File: src/hw/rtl/tsq_pkg.sv
// Shared types, codes and constants of the task stack block.
package tsq_pkg;

  // Default number of task records held.
  localparam int STACK_DEPTH_DEF = 64;

  // Width of the reported count and depth fields.
  localparam int COUNT_W = 7;

  // Configuration port.
  localparam int APB_AW = 3;
  localparam int APB_DW = 32;
  localparam logic REG_MAX_OWNER = 1'b0;
  localparam logic [7:0] MAX_OWNER_RESET = 8'd3;

  // Command codes.
  localparam logic [2:0] CMD_PUSH    = 3'd0;
  localparam logic [2:0] CMD_POP     = 3'd1;
  localparam logic [2:0] CMD_FINDMAX = 3'd2;
  localparam logic [2:0] CMD_COUNT   = 3'd3;
  localparam logic [2:0] CMD_REVERSE = 3'd4;

  // Status codes.
  localparam logic [1:0] ST_OK        = 2'd0;
  localparam logic [1:0] ST_EMPTY     = 2'd1;
  localparam logic [1:0] ST_FULL      = 2'd2;
  localparam logic [1:0] ST_BAD_OWNER = 2'd3;

  // One stored task record.
  typedef struct packed {
    logic [15:0] hours;
    logic [7:0]  owner;
    logic [15:0] tag;
  } tsq_entry_t;

  // One command beat.
  typedef struct packed {
    logic [2:0]  command;
    logic [15:0] hours;
    logic [7:0]  owner_id;
    logic [15:0] task_tag;
  } tsq_cmd_t;

  // One result beat.
  typedef struct packed {
    logic [1:0]         status;
    logic [15:0]        out_hours;
    logic [7:0]         out_owner;
    logic [15:0]        out_tag;
    logic [COUNT_W-1:0] owner_count;
    logic [COUNT_W-1:0] depth_now;
  } tsq_result_t;

  // Sequencer to output register: a finished result and its load strobe.
  typedef struct packed {
    logic        load;
    tsq_result_t result;
  } tsq_rsp_t;

endpackage

File: src/hw/rtl/tsq_if.sv
// Valid/ready channel interfaces for command and result beats.
interface tsq_cmd_if;
  logic        valid;
  logic        ready;
  logic [2:0]  command;
  logic [15:0] hours;
  logic [7:0]  owner_id;
  logic [15:0] task_tag;

  modport source (output valid, command, hours, owner_id, task_tag, input ready);
  modport sink (input valid, command, hours, owner_id, task_tag, output ready);
endinterface

interface tsq_res_if;
  logic        valid;
  logic        ready;
  logic [1:0]  status;
  logic [15:0] out_hours;
  logic [7:0]  out_owner;
  logic [15:0] out_tag;
  logic [6:0]  owner_count;
  logic [6:0]  depth_now;

  modport source (output valid, status, out_hours, out_owner, out_tag, owner_count,
                  depth_now, input ready);
  modport sink (input valid, status, out_hours, out_owner, out_tag, owner_count,
                depth_now, output ready);
endinterface

File: src/hw/rtl/tsq_ram.sv
// Record store: one write port and two registered read ports.
module tsq_ram #(
  parameter int DEPTH = tsq_pkg::STACK_DEPTH_DEF,
  parameter int AW    = $clog2(DEPTH)
) (
  input  logic               clk,
  input  logic               we,
  input  logic [AW-1:0]      waddr,
  input  tsq_pkg::tsq_entry_t wdata,
  input  logic               re,
  input  logic [AW-1:0]      raddr_a,
  input  logic [AW-1:0]      raddr_b,
  output tsq_pkg::tsq_entry_t rdata_a,
  output tsq_pkg::tsq_entry_t rdata_b
);

  tsq_pkg::tsq_entry_t mem [DEPTH];

  // Write port.
  always_ff @(posedge clk) begin
    if (we) begin
      mem[waddr] <= wdata;
    end
  end

  // Read ports; the data holds while no read is requested.
  always_ff @(posedge clk) begin
    if (re) begin
      rdata_a <= mem[raddr_a];
      rdata_b <= mem[raddr_b];
    end
  end

endmodule

File: src/hw/rtl/tsq_apb_regs.sv
// Configuration register file behind the APB-style port.
module tsq_apb_regs (
  input  logic                       clk,
  input  logic                       rst,
  input  logic                       psel,
  input  logic                       penable,
  input  logic                       pwrite,
  input  logic [tsq_pkg::APB_AW-1:0] paddr,
  input  logic [tsq_pkg::APB_DW-1:0] pwdata,
  output logic [tsq_pkg::APB_DW-1:0] prdata,
  output logic                       pready,
  output logic [7:0]                 max_owner
);

  logic reg_idx;

  // Register index from the word address.
  assign reg_idx = paddr[2];
  assign pready  = 1'b1;

  // Write on the access phase.
  always_ff @(posedge clk) begin
    if (rst) begin
      max_owner <= tsq_pkg::MAX_OWNER_RESET;
    end else if (psel && penable && pwrite && pready
                 && (reg_idx == tsq_pkg::REG_MAX_OWNER)) begin
      max_owner <= pwdata[7:0];
    end
  end

  // Read back; unmapped addresses read as zero.
  always_comb begin
    prdata = '0;
    if (reg_idx == tsq_pkg::REG_MAX_OWNER) begin
      prdata = {{(tsq_pkg::APB_DW - 8){1'b0}}, max_owner};
    end
  end

endmodule

File: src/hw/rtl/tsq_seq.sv
// Command sequencer with the shared compare unit that walks the store.
module tsq_seq #(
  parameter int STACK_DEPTH = tsq_pkg::STACK_DEPTH_DEF,
  parameter int AW          = $clog2(STACK_DEPTH)
) (
  input  logic                clk,
  input  logic                rst,
  input  logic                cmd_valid,
  output logic                cmd_ready,
  input  tsq_pkg::tsq_cmd_t   cmd_item,
  input  logic [7:0]          max_owner,
  input  logic                res_free,
  output tsq_pkg::tsq_rsp_t   rsp,
  output logic                ram_we,
  output logic [AW-1:0]       ram_waddr,
  output tsq_pkg::tsq_entry_t ram_wdata,
  output logic                ram_re,
  output logic [AW-1:0]       ram_raddr_a,
  output logic [AW-1:0]       ram_raddr_b,
  input  tsq_pkg::tsq_entry_t ram_rdata_a,
  input  tsq_pkg::tsq_entry_t ram_rdata_b
);

  localparam int FW = $clog2(STACK_DEPTH + 1);
  localparam int WW = (FW > tsq_pkg::COUNT_W) ? FW : tsq_pkg::COUNT_W;

  typedef enum logic [7:0] {
    S_IDLE   = 8'b0000_0001,
    S_START  = 8'b0000_0010,
    S_POPRD  = 8'b0000_0100,
    S_SCAN   = 8'b0000_1000,
    S_REVRD  = 8'b0001_0000,
    S_REVWLO = 8'b0010_0000,
    S_REVWHI = 8'b0100_0000,
    S_DONE   = 8'b1000_0000
  } state_t;

  state_t            state;
  tsq_pkg::tsq_cmd_t cmd_q;
  logic [FW-1:0]     fill;
  logic [FW-1:0]     cnt;
  logic [AW-1:0]     idx;
  logic [AW-1:0]     lo;
  logic [AW-1:0]     hi;
  logic              more;
  logic              dvalid;
  logic              first;
  logic [1:0]        res_status;
  logic [15:0]       res_hours;
  logic [7:0]        res_owner;
  logic [15:0]       res_tag;

  logic          owner_ok;
  logic          full;
  logic          is_find;
  logic [15:0]   cmp_a;
  logic [15:0]   cmp_b;
  logic          cmp_gt;
  logic          cmp_eq;
  logic          hit;
  logic [AW-1:0] top_addr;
  logic [WW-1:0] cnt_w;
  logic [WW-1:0] fill_w;

  assign owner_ok = (cmd_q.owner_id != 8'd0) && (cmd_q.owner_id <= max_owner);
  assign full     = (fill == FW'(STACK_DEPTH));
  assign top_addr = AW'(fill - FW'(1));
  assign is_find  = (cmd_q.command == tsq_pkg::CMD_FINDMAX);

  // Shared compare unit: hours against the best so far, or owner against the key.
  always_comb begin
    if (is_find) begin
      cmp_a = ram_rdata_a.hours;
      cmp_b = res_hours;
    end else begin
      cmp_a = {8'd0, ram_rdata_a.owner};
      cmp_b = {8'd0, cmd_q.owner_id};
    end
    cmp_gt = (cmp_a > cmp_b);
    cmp_eq = (cmp_a == cmp_b);
    hit    = is_find ? (first || cmp_gt) : cmp_eq;
  end

  // Store port control for each step.
  always_comb begin
    ram_we      = 1'b0;
    ram_waddr   = lo;
    ram_wdata   = ram_rdata_b;
    ram_re      = 1'b0;
    ram_raddr_a = idx;
    ram_raddr_b = hi;
    case (state)
      S_START: begin
        if ((cmd_q.command == tsq_pkg::CMD_PUSH) && owner_ok && !full) begin
          ram_we    = 1'b1;
          ram_waddr = AW'(fill);
          ram_wdata = '{hours: cmd_q.hours, owner: cmd_q.owner_id, tag: cmd_q.task_tag};
        end
        if ((cmd_q.command == tsq_pkg::CMD_POP) && (fill != '0)) begin
          ram_re      = 1'b1;
          ram_raddr_a = top_addr;
        end
      end
      S_SCAN: begin
        ram_re = more;
      end
      S_REVRD: begin
        ram_re      = 1'b1;
        ram_raddr_a = lo;
      end
      S_REVWLO: begin
        ram_we    = 1'b1;
        ram_waddr = lo;
        ram_wdata = ram_rdata_b;
      end
      S_REVWHI: begin
        ram_we    = 1'b1;
        ram_waddr = hi;
        ram_wdata = ram_rdata_a;
      end
      default: begin
      end
    endcase
  end

  // Sequencer.
  always_ff @(posedge clk) begin
    if (rst) begin
      state  <= S_IDLE;
      fill   <= '0;
      more   <= 1'b0;
      dvalid <= 1'b0;
    end else begin
      case (state)
        S_IDLE: begin
          if (cmd_valid) begin
            cmd_q <= cmd_item;
            state <= S_START;
          end
        end
        S_START: begin
          res_status <= tsq_pkg::ST_OK;
          res_hours  <= '0;
          res_owner  <= '0;
          res_tag    <= '0;
          cnt        <= '0;
          first      <= 1'b1;
          more       <= 1'b0;
          dvalid     <= 1'b0;
          state      <= S_DONE;
          case (cmd_q.command)
            tsq_pkg::CMD_PUSH: begin
              if (!owner_ok) begin
                res_status <= tsq_pkg::ST_BAD_OWNER;
              end else if (full) begin
                res_status <= tsq_pkg::ST_FULL;
              end else begin
                fill <= fill + FW'(1);
              end
            end
            tsq_pkg::CMD_POP: begin
              if (fill == '0) begin
                res_status <= tsq_pkg::ST_EMPTY;
              end else begin
                fill  <= fill - FW'(1);
                state <= S_POPRD;
              end
            end
            tsq_pkg::CMD_FINDMAX, tsq_pkg::CMD_COUNT: begin
              if (fill == '0) begin
                if (is_find) begin
                  res_status <= tsq_pkg::ST_EMPTY;
                end
              end else begin
                idx   <= top_addr;
                more  <= 1'b1;
                state <= S_SCAN;
              end
            end
            tsq_pkg::CMD_REVERSE: begin
              if (fill > FW'(1)) begin
                lo    <= '0;
                hi    <= top_addr;
                state <= S_REVRD;
              end
            end
            default: begin
            end
          endcase
        end
        S_POPRD: begin
          res_hours <= ram_rdata_a.hours;
          res_owner <= ram_rdata_a.owner;
          res_tag   <= ram_rdata_a.tag;
          state     <= S_DONE;
        end
        S_SCAN: begin
          // Reads go from the top down; each one is judged in the cycle after its read.
          dvalid <= more;
          if (more) begin
            if (idx == '0) begin
              more <= 1'b0;
            end else begin
              idx <= idx - AW'(1);
            end
          end
          if (dvalid) begin
            first <= 1'b0;
            if (hit) begin
              if (is_find) begin
                res_hours <= ram_rdata_a.hours;
                res_owner <= ram_rdata_a.owner;
                res_tag   <= ram_rdata_a.tag;
              end else begin
                cnt <= cnt + FW'(1);
              end
            end
          end
          if (!more && !dvalid) begin
            state <= S_DONE;
          end
        end
        S_REVRD: begin
          state <= S_REVWLO;
        end
        S_REVWLO: begin
          state <= S_REVWHI;
        end
        S_REVWHI: begin
          // Step both ends inwards and stop once they meet or cross.
          lo <= lo + AW'(1);
          hi <= hi - AW'(1);
          if (({1'b0, lo} + (AW + 1)'(2)) < {1'b0, hi}) begin
            state <= S_REVRD;
          end else begin
            state <= S_DONE;
          end
        end
        S_DONE: begin
          if (res_free) begin
            state <= S_IDLE;
          end
        end
        default: begin
          state <= S_IDLE;
        end
      endcase
    end
  end

  assign cmd_ready = (state == S_IDLE);

  // Result beat, counts reported in their low bits.
  assign cnt_w  = WW'(cnt);
  assign fill_w = WW'(fill);
  always_comb begin
    rsp.load               = (state == S_DONE) && res_free;
    rsp.result.status      = res_status;
    rsp.result.out_hours   = res_hours;
    rsp.result.out_owner   = res_owner;
    rsp.result.out_tag     = res_tag;
    rsp.result.owner_count = cnt_w[tsq_pkg::COUNT_W-1:0];
    rsp.result.depth_now   = fill_w[tsq_pkg::COUNT_W-1:0];
  end

endmodule

File: src/hw/rtl/task_stack_with_queries.sv
// One command is in work at a time. Find-max and count walk the stored records from the top
// down, one read per cycle through read port a; reverse swaps the records pairwise from both
// ends, reading each pair together and writing the two records back one after the other.
// A new command is taken while the previous result still waits in the output register.
// Reset empties the stack and sets the largest owner id to 3; the store itself is not
// cleared, since only written entries are ever read.
module task_stack_with_queries #(
  parameter int STACK_DEPTH = tsq_pkg::STACK_DEPTH_DEF
) (
  input  logic                       clk,
  input  logic                       rst,
  input  logic                       psel,
  input  logic                       penable,
  input  logic                       pwrite,
  input  logic [tsq_pkg::APB_AW-1:0] paddr,
  input  logic [tsq_pkg::APB_DW-1:0] pwdata,
  output logic [tsq_pkg::APB_DW-1:0] prdata,
  output logic                       pready,
  tsq_cmd_if.sink                    cmd,
  tsq_res_if.source                  res
);

  localparam int AW = $clog2(STACK_DEPTH);

  logic                 res_free;
  logic [7:0]           max_owner;
  tsq_pkg::tsq_cmd_t    cmd_item;
  tsq_pkg::tsq_rsp_t    rsp;
  tsq_pkg::tsq_result_t out_data;
  logic                 out_valid;

  logic                 ram_we;
  logic [AW-1:0]        ram_waddr;
  tsq_pkg::tsq_entry_t  ram_wdata;
  logic                 ram_re;
  logic [AW-1:0]        ram_raddr_a;
  logic [AW-1:0]        ram_raddr_b;
  tsq_pkg::tsq_entry_t  ram_rdata_a;
  tsq_pkg::tsq_entry_t  ram_rdata_b;

  tsq_apb_regs u_regs (
    .clk       (clk),
    .rst       (rst),
    .psel      (psel),
    .penable   (penable),
    .pwrite    (pwrite),
    .paddr     (paddr),
    .pwdata    (pwdata),
    .prdata    (prdata),
    .pready    (pready),
    .max_owner (max_owner)
  );

  assign cmd_item = '{command:  cmd.command,
                      hours:    cmd.hours,
                      owner_id: cmd.owner_id,
                      task_tag: cmd.task_tag};

  tsq_seq #(
    .STACK_DEPTH (STACK_DEPTH),
    .AW          (AW)
  ) u_seq (
    .clk         (clk),
    .rst         (rst),
    .cmd_valid   (cmd.valid),
    .cmd_ready   (cmd.ready),
    .cmd_item    (cmd_item),
    .max_owner   (max_owner),
    .res_free    (res_free),
    .rsp         (rsp),
    .ram_we      (ram_we),
    .ram_waddr   (ram_waddr),
    .ram_wdata   (ram_wdata),
    .ram_re      (ram_re),
    .ram_raddr_a (ram_raddr_a),
    .ram_raddr_b (ram_raddr_b),
    .ram_rdata_a (ram_rdata_a),
    .ram_rdata_b (ram_rdata_b)
  );

  tsq_ram #(
    .DEPTH (STACK_DEPTH),
    .AW    (AW)
  ) u_ram (
    .clk     (clk),
    .we      (ram_we),
    .waddr   (ram_waddr),
    .wdata   (ram_wdata),
    .re      (ram_re),
    .raddr_a (ram_raddr_a),
    .raddr_b (ram_raddr_b),
    .rdata_a (ram_rdata_a),
    .rdata_b (ram_rdata_b)
  );

  // Output register: holds one result beat until it is taken.
  assign res_free = !out_valid || res.ready;

  always_ff @(posedge clk) begin
    if (rst) begin
      out_valid <= 1'b0;
    end else if (rsp.load) begin
      out_valid <= 1'b1;
    end else if (res.ready) begin
      out_valid <= 1'b0;
    end
  end

  always_ff @(posedge clk) begin
    if (rsp.load) begin
      out_data <= rsp.result;
    end
  end

  assign res.valid       = out_valid;
  assign res.status      = out_data.status;
  assign res.out_hours   = out_data.out_hours;
  assign res.out_owner   = out_data.out_owner;
  assign res.out_tag     = out_data.out_tag;
  assign res.owner_count = out_data.owner_count;
  assign res.depth_now   = out_data.depth_now;

  // A new result is loaded only when the output register is free.
  a_load_free: assert property (@(posedge clk) disable iff (rst)
    rsp.load |-> (!out_valid || res.ready))
    else $error("result loaded over a beat still waiting");

  // Once a command is taken, no other is taken in the next cycle.
  a_one_at_a_time: assert property (@(posedge clk) disable iff (rst)
    (cmd.valid && cmd.ready) |=> !cmd.ready)
    else $error("command taken while another is in work");

  // A command taken from idle cannot have its result shown in the next cycle.
  a_no_early_result: assert property (@(posedge clk) disable iff (rst)
    (cmd.valid && cmd.ready && !res.valid) |=> !res.valid)
    else $error("result appeared too early");

  // Reset leaves no result pending.
  a_reset_empty: assert property (@(posedge clk)
    rst |=> !res.valid)
    else $error("result pending after reset");

endmodule

File: src/flat_wrapper.sv
// flat-port wrapper written by rule: the top's interface ports become plain ports
module task_stack_with_queries_flat 
#(
  parameter int STACK_DEPTH = tsq_pkg::STACK_DEPTH_DEF
)
  (clk, rst, psel, penable, pwrite, paddr, pwdata, prdata, pready, cmd_valid, cmd_command, cmd_hours, cmd_owner_id, cmd_task_tag, cmd_ready, res_valid, res_status, res_out_hours, res_out_owner, res_out_tag, res_owner_count, res_depth_now, res_ready);
  tsq_cmd_if cmd_i ();
  tsq_res_if res_i ();
  input  logic clk;
  input  logic rst;
  input  logic psel;
  input  logic penable;
  input  logic pwrite;
  input  logic [tsq_pkg::APB_AW-1:0] paddr;
  input  logic [tsq_pkg::APB_DW-1:0] pwdata;
  output logic [tsq_pkg::APB_DW-1:0] prdata;
  output logic pready;
  input wire logic [$bits(cmd_i.valid)-1:0] cmd_valid;
  input wire logic [$bits(cmd_i.command)-1:0] cmd_command;
  input wire logic [$bits(cmd_i.hours)-1:0] cmd_hours;
  input wire logic [$bits(cmd_i.owner_id)-1:0] cmd_owner_id;
  input wire logic [$bits(cmd_i.task_tag)-1:0] cmd_task_tag;
  output wire logic [$bits(cmd_i.ready)-1:0] cmd_ready;
  output wire logic [$bits(res_i.valid)-1:0] res_valid;
  output wire logic [$bits(res_i.status)-1:0] res_status;
  output wire logic [$bits(res_i.out_hours)-1:0] res_out_hours;
  output wire logic [$bits(res_i.out_owner)-1:0] res_out_owner;
  output wire logic [$bits(res_i.out_tag)-1:0] res_out_tag;
  output wire logic [$bits(res_i.owner_count)-1:0] res_owner_count;
  output wire logic [$bits(res_i.depth_now)-1:0] res_depth_now;
  input wire logic [$bits(res_i.ready)-1:0] res_ready;
  assign cmd_i.valid = cmd_valid;
  assign cmd_i.command = cmd_command;
  assign cmd_i.hours = cmd_hours;
  assign cmd_i.owner_id = cmd_owner_id;
  assign cmd_i.task_tag = cmd_task_tag;
  assign cmd_ready = cmd_i.ready;
  assign res_valid = res_i.valid;
  assign res_status = res_i.status;
  assign res_out_hours = res_i.out_hours;
  assign res_out_owner = res_i.out_owner;
  assign res_out_tag = res_i.out_tag;
  assign res_owner_count = res_i.owner_count;
  assign res_depth_now = res_i.depth_now;
  assign res_i.ready = res_ready;
  task_stack_with_queries #(.STACK_DEPTH(STACK_DEPTH)) u_core (.clk(clk), .rst(rst), .psel(psel), .penable(penable), .pwrite(pwrite), .paddr(paddr), .pwdata(pwdata), .prdata(prdata), .pready(pready), .cmd(cmd_i), .res(res_i));
endmodule
File: config.mk
export PLATFORM = sky130hd
export DESIGN_NAME = task_stack_with_queries_flat
export DESIGN_NICKNAME = d
export VERILOG_FILES = /design/src/hw/rtl/tsq_pkg.sv /design/src/hw/rtl/tsq_if.sv /design/src/hw/rtl/tsq_ram.sv /design/src/hw/rtl/tsq_apb_regs.sv /design/src/hw/rtl/tsq_seq.sv /design/src/hw/rtl/task_stack_with_queries.sv /design/src/flat_wrapper.sv
export SDC_FILE = /design/constraint.sdc
export NUM_CORES = 2
export LEC_CHECK = 0
export ABC_CLOCK_PERIOD_IN_PS = 15400
export BUFFER_PORTS_ARGS = -buffer_cell sky130_fd_sc_hd__buf_2
export CORE_AREA = 2 2 726 728
export DETAILED_ROUTE_END_ITERATION = 6
export DIE_AREA = 0 0 728 730
export GPL_TIMING_DRIVEN = 0
export PLACE_DENSITY = 0.44
export SLEW_MARGIN = 10
export SYNTH_ARGS = -nofsm -noshare
export SYNTH_HDL_FRONTEND = slang
export SYNTH_SLANG_ARGS = --single-unit
export TNS_END_PERCENT = 1
File: constraint.sdc
create_clock -name clk -period 15.4 [get_ports clk]
set_input_delay 2.31 -clock clk [delete_from_list [all_inputs] [get_ports clk]]
set_output_delay 2.31 -clock clk [all_outputs]
set_load 0.01 [all_outputs]
* After elaboration in Yosys (flattened, before gate mapping)
Memories as Yosys holds them, arrays and structs flattened. A register that Yosys moved wholly into a read port is not among the register bits.
Cells that the tools add are included.
** Word-level totals
- Logic and storage cells :: 177
- Input port bits :: 85
- Register bits after elaboration :: 193
- Output and inout bits :: 91
- RAM bits :: 2560
- Memories kept :: 1
** Cells by class
- Multiplexer cells :: 72
- Add/subtract/negate cells :: 7
- $lt $le $gt $ge :: 4
- Reductions and logical operators :: 36
- Eq/ne operators :: 30
- Bitwise operators :: 2
** Memory list
- u_core.u_ram.mem :: depth 64, width 40, rd ports 2, clocked after Yosys merged registers in 2, wr ports 1, RTL line tsq_ram.sv:17 : tsq_pkg::tsq_entry_t mem [DEPTH];
** Operator list (number)
- two-way mux 16 bit :: 8
- one-hot mux 16 bit (3 select lines) :: 2
- two-way mux 8 bit :: 11
- one-hot mux 40 bit (2 select lines) :: 1
- one-hot mux 8 bit (8 select lines) :: 1
- two-way mux 6 bit :: 10
- one-hot mux 6 bit (2 select lines) :: 5
- one-hot mux 8 bit (3 select lines) :: 2
- two-way mux 7 bit :: 6
- two-way mux 40 bit :: 1
- != test 2 bit (second input constant) :: 15
- one-hot mux 7 bit (2 select lines) :: 2
- equality test 16 bit :: 1
- greater-than comparator 16 bit :: 1
- two-way mux 1 bit :: 15
- AND reduction 5 bit :: 3
- adder 7 x 1 -> 7 bit (second input constant) :: 2
- subtractor 6 x 1 -> 6 bit (second input constant) :: 2
- logical AND 1 bit :: 9
- AND reduction 3 bit :: 3
- equality test 8 x 1 -> 1 bit (second input constant) :: 1
- equality test 8 x 2 -> 1 bit (second input constant) :: 1
- equality test 8 x 3 -> 1 bit (second input constant) :: 1
- equality test 8 x 4 -> 1 bit (second input constant) :: 1
- 33 further kinds :: 47

* Logic depth before layout (Yosys ltp)
- Depth after elaboration :: 8
- Mapped depth :: 18
- Mapped depth without buffers :: 14

* By module
From an unflattened synthesis, not the netlist that was laid out.
** Second synthesis, totals
- Cells, all modules :: 6303
- Area total of the unflattened synthesis :: 130124.8 um^2
** Modules (own cells, without submodules)
- tsq_ram :: cells each 5494, instances 1, area each 120332.9 um^2, sequential area each 79276.0 um^2
- tsq_seq :: cells each 679, instances 1, area each 7443.4 um^2, sequential area each 3673.5 um^2
- task_stack_with_queries :: cells each 60, instances 1, area each 1727.9 um^2, sequential area each 1701.6 um^2
- tsq_apb_regs :: cells each 70, instances 1, area each 620.6 um^2, sequential area each 160.2 um^2

* Least setup slack after synthesis
Ideal clock, no wire load.
- Path kind :: reg-to-reg
- From :: reg u_core.u_seq.state[7]
- To :: mem u_core.u_ram.mem[35][0] (netlist name), enable pin
- Library setup time :: 537 ps
- Required time :: 14863 ps
- Cell stages (with the launch flop) :: 12
- Period minus slack after synthesis :: 7571 ps
- Setup slack :: 7829 ps
- Arrival :: 7034 ps
- Path buffers :: 3
- Cell sequence :: dfxtp_1 or4_4 or4_1 buf_2 nor4_2 and4b_1 buf_4 nor2_2 a221o_1 or4b_1 buf_2 nor4_1
** Between the ends
- Cells in the longest elaborated chain, start to end :: 5
- Elaborated cells on any way between the ends :: 8
- Those cells by class :: 3 x eq/ne; 4 x mux; 1 x reduce/logical
** RTL lines
- from (decl) :: RTL line tsq_seq.sv:38 : state_t state;
- from (signal assigned) :: RTL line tsq_seq.sv:129 : state <= S_IDLE;
- from (signal assigned) :: RTL line tsq_seq.sv:138 : state <= S_START;
- from (signal assigned) :: RTL line tsq_seq.sv:150 : state <= S_DONE;
- equality test 8 x 7 -> 1 bit / equality test 8 x 6 -> 1 bit (equally long branches) :: RTL line tsq_seq.sv:92 : case (state)
- OR reduction 2 bit (no line)
- one-hot mux 1 bit (2 select lines) :: RTL line tsq_seq.sv:92
- two-way mux 1 bit :: RTL line tsq_ram.sv:21 : if (we) begin
- two-way mux 1 bit (not written as such) :: RTL line tsq_ram.sv:22 : mem[waddr] <= wdata;
- to (decl) :: RTL line tsq_ram.sv:17
Parallel ways exist; a longest one is shown, timed or not.

* Worst setup path after layout
- From :: reg u_core.u_seq.fill[0]
- To :: reg, netlist name u_core.u_ram.rdata_a[5]
** Between the ends
- Cells in the longest elaborated chain, start to end :: 4
- Elaborated cells on any way between the ends :: 7
- Those cells by class :: 1 x add/sub; 4 x mux; 2 x reduce/logical
** RTL lines
- from (decl) :: RTL line tsq_seq.sv:40 : logic [FW-1:0] fill;
- from (signal assigned) :: RTL line tsq_seq.sv:158 : fill <= fill + FW'(1);
- from (signal assigned) :: RTL line tsq_seq.sv:165 : fill <= fill - FW'(1);
- branches (longest 4 deep; another with subtractor 7 x 1 -> 7 bit)
Several ways; the timed one is not identified.
A chain may end at the register's enable or synchronous reset.

==> metrics.yaml <==
cp_max_fo: 10
r2r_slack_ns: 7.08
area_growth_pct: 20.1
post-place-ws_ns: 7.59
viasPerCell: 5.68
period_minus_slack_ns: 8.32
final_cell_area_mm2: 0.157
placedCellCount: 16100
cap_viol_max_count: 1
first_pass_iters: 7
synth_mux_area_share_pct: 16.7
root_buffer: "clkbuf_16"
grt_pass1_wl_mm: 879
syn_inst: 8736
cts-htree-levels: 5
synth_top_family_by_area: "multiplexers"
crit_top_cell: "buf_2"
final-setup-viol-count: 0
worstPathArrival_ns: 8.87
start_util_pct: 24.9
yosys_warnings: 0
numCtsBuffers: 330
routedWlPerCell_um: 40.5
yosys.area_share.simple_pct: 8.87
ys_ff_latch: 2833
ir_worst_vdd_uv: 87.6
synthDominantCellAreaShare_pct: 64.5
mappedNetlistArea_mm2: 0.131
setup_ws_ns: 7.08
cp_cell_sequence: "clkbuf_1 -> inv_1 -> ha_1 -> nor2b_1 -> nand2_1 -> a31oi_1 -> buf_2 -> a211oi_2 -> buf_2 -> buf_2 -> clkbuf_1 -> nand2_1 -> a21oi_1 -> a2111oi_0 -> o21ai_0 -> o211ai_1 -> nor4_2"
tritoncts: "built"
finish.utilization_pct: 30.0
start_kind: "flop"
grt_pass1_vias: 90600
clkTransAtPathRegs_ns: 0.06
layout_common_cells: "edfxtp_1, nand2_1, mux4_2"
drive_gt1_share_pct: 23.6
clkLatencyLatePin_ns: 0.99
r2r_cells: 17
hold_violations: 0
dp_hpwl_mm: 506
clock_path_buffers: 4
clock-sinks: 2833
die_area_mm2: 0.531
power_density_mw_per_mm2: 106
max_freq_mhz: 120
hold_class: "reg -> reg"
synth_compound_area_share_pct: 6.46
power_uw: 16600
synth.largest_area_cell: "edfxtp_1"
antenna_found_initial: 82
crit_required_ns: 15.96
drc: 2
wl_mm: 681
grt_setup_unrepaired: "no"
r2r_start: "u_core.u_seq.fill[0]"
die_h_um: 730
violations: "design-rule violations, max-capacitance violations, max-slew violations"
synth-xor-area-share_pct: 0.215
slowest_stage: "nor4_2"
async_reset_ff_share_pct: 0
portBuffers: 123
finalWeightedCongestion: 0.986
synth_fa_ha_area_share_pct: 0.364
drt-initial-drc-count: 16800
crit_buf_inv: 6
startpoint: "u_core.u_seq.fill[0]"
final_common_cell: "edfxtp_1"
fp-row-count: 266
cts_hold_buf: 0
stdcell_count: 16800
path_depth: 17
num_vias: 95400
ant_nets: 0
rr_endpoint: "u_core.u_ram.rdata_a[5]"
synth_edf_count: 2807
track_usage_pct: 24.8
maxSlewHeadroom_pct: -3.80
netlist_top_cells_area: "edfxtp_1, mux4_2, nand2_1"
synthDistinctLibCells: 75
cts_setup_buffers: 0
slowest_delay_ns: 1.11
end_kind: "flop"
path_delay_family: "buffers and inverters"
die_x_um: 728
overflow: 0
cts-resized-gates: 0
crit_end: "u_core.u_ram.rdata_a[5]"
criticalPathCategory: "reg -> reg"
synth.avg_cell_area_um2: 15.0
tightest_slew_ns: 1.54
p_leak_uw: 0.0512
nets: 9623
slew_viol_final: 3
min_period_over_period_pct: 54.0
grt_max_degree: 65
synth-main-ff-cell: "edfxtp_1"
ioPinCount: 176
fin_skew_ns: 0.0524
seq_area_frac_synth_pct: 64.9
core_area_mm2: 0.524
placed_cell_area_mm2: 0.146
status: "complete, but fails checks"
layer usage:
metal	global-route usage (%)	share of wire, %
met2	35.7	42
met3	7.45	12
met4	19.0	9.1
met1	31.1	37
met5	0	0.013
flip-flops by register name (all words and copies together) (netlist names), 2 cells and up:
signal                    cells
u_core.u_seq.cnt              7
u_core.u_seq.fill             7
u_core.u_seq.res_owner        8
u_core.res.depth_now          7
u_core.res.out_tag           16
u_core.u_seq.lo               6
u_core.u_seq.state            8
u_core.u_seq.res_hours       16
u_core.res.out_hours         16
u_core.res.out_owner          8
u_core.u_ram.mem           2560
u_core.u_ram.rdata_a         40
u_core.res.owner_count        7
u_core.u_seq.res_tag         16
u_core.u_regs.max_owner       8
u_core.u_seq.cmd_q           43
u_core.u_ram.rdata_b         40
u_core.res.status             2
u_core.u_seq.idx              6
u_core.u_seq.res_status       2
u_core.u_seq.ram_raddr_b      6
cells in the mapped netlist, types with 80 or more instances:
master	number
and3_1	136
nand3_1	298
nand2_1	1909
mux4_2	871
a31oi_1	93
o21ai_0	80
mux2i_1	211
a21oi_1	555
buf_1	118
buf_2	185
a2111oi_0	81
edfxtp_1	2807
nor2_1	133
o22ai_1	80
a22oi_1	119
clkbuf_1	343
worst register-to-register path: stages, from the launching register on:
cell and delay [ns]:
dfxtp_1 0.41, clkbuf_1 0.64, inv_1 0.14, ha_1 0.32, nor2b_1 0.17, nand2_1 0.16, a31oi_1 0.14, buf_2 0.28
a211oi_2 1.10, buf_2 0.73, buf_2 0.97, clkbuf_1 0.72, nand2_1 0.12, a21oi_1 0.15, a2111oi_0 0.09, o21ai_0 0.38
o211ai_1 0.29, nor4_2 1.11
cell families after synthesis:
group                    Yosys count
other                              2
AO/OA/AOI/OAI                   1306
multiplexers                    1089
adder cells (fa/ha/maj)           38
XOR/XNOR                          32
AND/OR/NAND/NOR                 2711
buffers and inverters            725
flip-flops                      2833
final cells by class:
type,count,area [um2]
multi-input combinational,5201,43700
inverter,21,78.8
sequential,2833,84800
antenna,66,165
fill,51800,367000
tap,6968,8720
clock inverter,175,1510
timing repair buffer,409,5690
clock buffer,416,8850
buffer,704,3300
where the power goes:
group / internal [uW] / switching, uW
sequential: 8370 / 15.9
combinational: 97.5 / 292
clock: 4410 / 3400
total: 12900 / 3710
per-stage QoR:
stage | TNS, ns | hold slack [ns]
after CTS | 0 | 0.421
after floorplan | 0 | 0.400
after global placement | -175.26 | 0.410
after global routing | 0 | 0.430
final | 0 | 0.419
after detailed placement | 0 | 0.407
worst min-delay path by stage:
stage	start	end	cells after the start
floorplan	u_core.u_seq.res_owner[0]	u_core.res.out_owner[0]	0
global placement	u_core.u_seq.res_tag[3]	u_core.res.out_tag[3]	0
detailed placement	u_core.u_seq.res_owner[2]	u_core.res.out_owner[2]	0
CTS	u_core.u_seq.res_owner[2]	u_core.res.out_owner[2]	0
global route	u_core.u_seq.res_tag[10]	u_core.res.out_tag[10]	0
finish	u_core.u_seq.res_owner[2]	u_core.res.out_owner[2]	0
No activity file was read; power rests on OpenSTA's default activity.
